**src/hdl/slmk_cdiv.sv**
```systemverilog
`timescale 1ns / 1ps
`default_nettype none
// ----------------------------------------------------------------------------
// Constant divider
// Three-stage floor division by a constant: reciprocal estimate, back
// multiplication, and a remainder correction of up to two.
// ----------------------------------------------------------------------------
module slmk_cdiv #(
	parameter int unsigned NW = 37,
	parameter int unsigned QW = 21,
	parameter int unsigned DIV = 95047
) (
	input logic clk,
	input logic en,
	input logic [NW-1:0] n,
	output logic [QW-1:0] q
);
	localparam int unsigned LO = $clog2(DIV) - 1;
	localparam int unsigned HW = NW - LO;
	localparam int unsigned K = NW + 3;
	localparam longint unsigned MC = (64'd1 << K) / DIV;
	localparam int unsigned MW = $clog2(MC + 1);
	localparam int unsigned DW = $clog2(DIV + 1);
	localparam int unsigned PW = HW + MW;
	localparam int unsigned XW = QW + DW;

	logic [PW-1:0] est;
	logic [QW-1:0] qe_s1, qe_s2, q_s3;
	logic [NW-1:0] n_s1, n_s2, rem;
	logic [XW-1:0] prod_s2;
	logic ge1, ge2;

	assign est = PW'(n[NW-1:LO]) * PW'(MC);

	always_ff @(posedge clk) begin
		if (en) begin
			qe_s1 <= QW'(est >> (K - LO));
			n_s1 <= n;
			qe_s2 <= qe_s1;
			n_s2 <= n_s1;
			prod_s2 <= XW'(qe_s1) * XW'(DIV);
			q_s3 <= qe_s2 + QW'(ge1) + QW'(ge2);
		end
	end

	always_comb begin
		rem = n_s2 - NW'(prod_s2);
		ge1 = rem >= NW'(DIV);
		ge2 = rem >= NW'(2 * DIV);
	end

	assign q = q_s3;
endmodule
`default_nettype wire

```
**config.mk**
```make
export PLATFORM = sky130hd
export DESIGN_NAME = slmk_cdiv
export DESIGN_NICKNAME = d
export VERILOG_FILES = /design/src/hdl/slmk_cdiv.sv
export SDC_FILE = /design/constraint.sdc
export NUM_CORES = 1
export LEC_CHECK = 0
export BUFFER_PORTS_ARGS = -buffer_cell sky130_fd_sc_hd__buf_2
export CORE_MARGIN = 4
export CORE_UTILIZATION = 50
export CTS_CLUSTER_DIAMETER = 200
export CTS_CLUSTER_SIZE = 20
export DETAILED_ROUTE_END_ITERATION = 10
export GPL_TIMING_DRIVEN = 1
export PLACE_DENSITY = 0.66
export SLEW_MARGIN = 20
export SYNTH_ARGS = -nofsm -noshare
export SYNTH_HDL_FRONTEND = slang
export SYNTH_SLANG_ARGS = --single-unit
```
**constraint.sdc**
```tcl
create_clock -name clk -period 8.06 [get_ports clk]
set_clock_uncertainty 0.15 [all_clocks]
set_input_delay 0.806 -clock clk [delete_from_list [all_inputs] [get_ports clk]]
set_output_delay 0.806 -clock clk [all_outputs]
set_load 0.01 [all_outputs]
```
==> impl_metrics.csv <==
group,metric,value,unit
cts,post_cts_resize_count,0,
cts,cts_made_buffers,17,
placement,io_buffers,59,
logic_synthesis,synth-async-reset-ratio,0,
critical_path,critPathKind,"input pin to register",
floorplanning,start_util,0.510,
logic_synthesis,synth_area_leaders,"fa_1 25%, ha_1 24%, edfxtp_1 23%, inv_1 9.5%, xnor2_1 2.7%",
critical_path,required,8120,ps
placement,globalplace.congestion,0.927,
global_route,grt-ovfl-total,0,
floorplanning,ios,60,
detailed_routing,drtAntennaViolNets,0,
global_route,grt_usage,0.224,
timing,final.setup.tns,0,ps
global_route,grt_pass1_vias,16000,
final_layout,ff_latch_area,5190,um2
floorplanning,die-area,47700,um2
floorplanning,rows,76,
timing,slew_headroom,0.335,
placement,dp_hpwl,42.7,mm
logic_synthesis,syn-num-nets,2801,
worst_hold_path,hp-class,"register to register",
cts,holdBufCountCts,0,
logic_synthesis,synth_edf_count,173,
cts,ctsLongestPathBuffers,2,
cts,cts-root-buf,"clkbuf_16",
timing,setup_viol,0,
detailed_routing,vias,14600,
floorplanning,die_x,218,um
timing,fmaxAchievable,134,MHz
final_layout,area_delta_synth_final,7.28,%
timing,tightestPinTransition,998,ps
global_route,grt_max_degree,105,
critical_path,cp_max_fo,8,
logic_synthesis,synthCells,2063,
cts,clk_latency,450,ps
logic_synthesis,ys_warn_count,0,
critical_path,cp-start-kind,"input pin",
global_route,grt_pass1_wl,82.7,mm
detailed_routing,drc_errors,0,
timing,period_share,0.924,
global_route,antenna_found_initial,1,
timing,hold_viol,0,
cts,post-cts-setup-buffers,0,
detailed_routing,via_per_inst,5.33,
timing,finalCriticalPeriod,7450,ps
cts,cts_tree,"built",
timing,drv_slew,0,
detailed_routing,dr_wl_met2,23.7,mm
detailed_routing,wire_per_inst,18.4,um
critical_path,crit_family,"adder cells",
logic_synthesis,syn_area,22100,um2
logic_synthesis,synth_ff_type,"edfxtp_1",
final_layout,fin_nets,2871,
cts,cts_htree_levels,4,
final_layout,drive_above_1_share,0.0517,
critical_path,crit_arrival,7500,ps
logic_synthesis,netlist.area_leader.share,0.246,
logic_synthesis,synth_area_per_cell,10.7,um2
detailed_routing,top_layer,"met4",
critical_path,cp-end-kind,"register",
cts,cts_sinks,173,
logic_synthesis,synth_area_leader_cell,"fa_1",
logic_synthesis,ys_ff_latch,173,
critical_path,crit_buf_inv,7,
critical_path,r2r_slack,1120,ps
timing,rsz0062_at_grt,"no",
final_layout,multiInputGateArea,14800,um2
logic_synthesis,yosysSeqAreaShare,0.235,
run_status,outcome,"finished clean",
run,drv_cap,0,
cts,clk_pin_slew,80,ps
detailed_routing,met3_length,2.49,mm
detailed_routing,finalWirelength,50.3,mm
floorplanning,die_y,218,um
critical_path,cp_slowest_stage_delay,560,ps
floorplanning,coreArea,43400,um2
detailed_routing,first_pass_iters,5,
logic_synthesis,synth.distinct_cells,66,
detailed_routing,drtIter0Drc,835,
detailed_routing,routedLengthMet1,22.0,mm
critical_path,cp_slowest_cell,"fa_1",
final_layout,nFillCells,3855,
## Yosys cell counts, drive strengths merged, types with 15 or more instances
cell type,count
a21o,39
a21oi,72
clkbuf,17
edfxtp,173
fa,272
ha,427
inv,558
nand2,56
nand2b,15
nand3,25
nand4,16
nor2,41
nor3,23
o21a,22
o21ai,46
xnor2,68
xor2,33
## worst register-to-register path, stage by stage, from the launching register on
cell,delay [ps]
edfxtp_1,640
ha_1,430
inv_1,100
fa_1,490
inv_1,60
fa_1,530
inv_1,60
fa_1,520
fa_1,550
inv_1,60
fa_1,520
ha_1,370
nand2_1,120
or3_1,340
o31a_1,350
o31ai_4,230
o2111ai_2,170
a31oi_2,240
a211o_2,150
mux2i_1,60
or4_1,520
## layout make-up
cell class                      instances  area share
Tap cell                              585      0.0308
Clock buffer                           17      0.0179
Timing Repair Buffer                   68      0.0156
Antenna cell                            1    0.000105
Multi-Input combinational cell       1315       0.622
Inverter                              558      0.0883
Sequential cell                       173       0.219
Clock inverter                         15     0.00612
## routing by layer
layer | up-vias | GRT usage
met5 | - | 0
met4 | 0 | 0.0948
met3 | 116 | 0.0413
met2 | 350 | 0.374
met1 | 7166 | 0.288
li1 | 6938 | -
## final timing paths
path / from / to / cells past startpoint
hold reg to reg: n_s1[27] / n_s2[27] / 0
hold / removal: n_s1[27] / n_s2[27] / 0
setup / recovery: n[31] / qe_s1[13] / 25
setup reg to reg: qe_s1[5] / prod_s2[35] / 20
## logic make-up (layout without fill, tap and decap cells)
logic type               Yosys count  in the layout  share of synthesized area
multiplexers                       4              4                    0.00181
adder cells (fa/ha/maj)          699            699                      0.488
flip-flops                       173            173                      0.235
other                              0              1                          0
AND/OR/NAND/NOR                  240            240                     0.0551
AO/OA/AOI/OAI                    271            271                     0.0830
XOR/XNOR                         101            101                     0.0400
buffers and inverters            575            658                     0.0976
## cells in the final DEF, fill, tap and decap left out, types with 5 or more instances in the layout
cell / count
inv_1: 558
ha_1: 427
fa_1: 272
edfxtp_1: 173
a21oi_1: 72
xnor2_1: 68
buf_2: 58
nand2_1: 56
o21ai_0: 43
nor2_1: 41
a21o_1: 39
xor2_1: 33
nand3_1: 25
nor3_1: 23
o21a_1: 22
clkbuf_16: 17
nand4_1: 16
nand2b_1: 15
nor2b_1: 14
and3_1: 14
o21bai_1: 12
a31oi_1: 9
buf_4: 9
a211oi_1: 8
and2_1: 8
o31ai_1: 8
o211ai_1: 6
nor4_1: 5
or2_2: 5
inv_8: 5
## metrics by stage
| stage | hold slack [ps] | instances | cell area, um2 | util | setup WS [ps] |
|---|---|---|---|---|---|
| 2_1_floorplan | 250 | 2063 | 22100 | - | 989 |
| 3_3_place_gp | 253 | 2699 | 23200 | 0.534 | 305 |
| 3_5_place_dp | 255 | 2699 | 23200 | 0.534 | 142 |
| 4_1_cts | 267 | 2731 | 23700 | 0.547 | 668 |
| 5_1_grt | 274 | 2731 | 23700 | 0.547 | 297 |
| 6_report | 267 | 2732 | 23700 | 0.547 | 613 |
## state kept, by name, summed over array words and instances (netlist names)
name,count
n_s2,37
qe_s1,21
q,21
n_s1,37
prod_s2,36
qe_s2,21
Power is left out: the tool's default activity adds up to more than one toggle a clock period on the data nets, which glitch-free logic cannot reach.
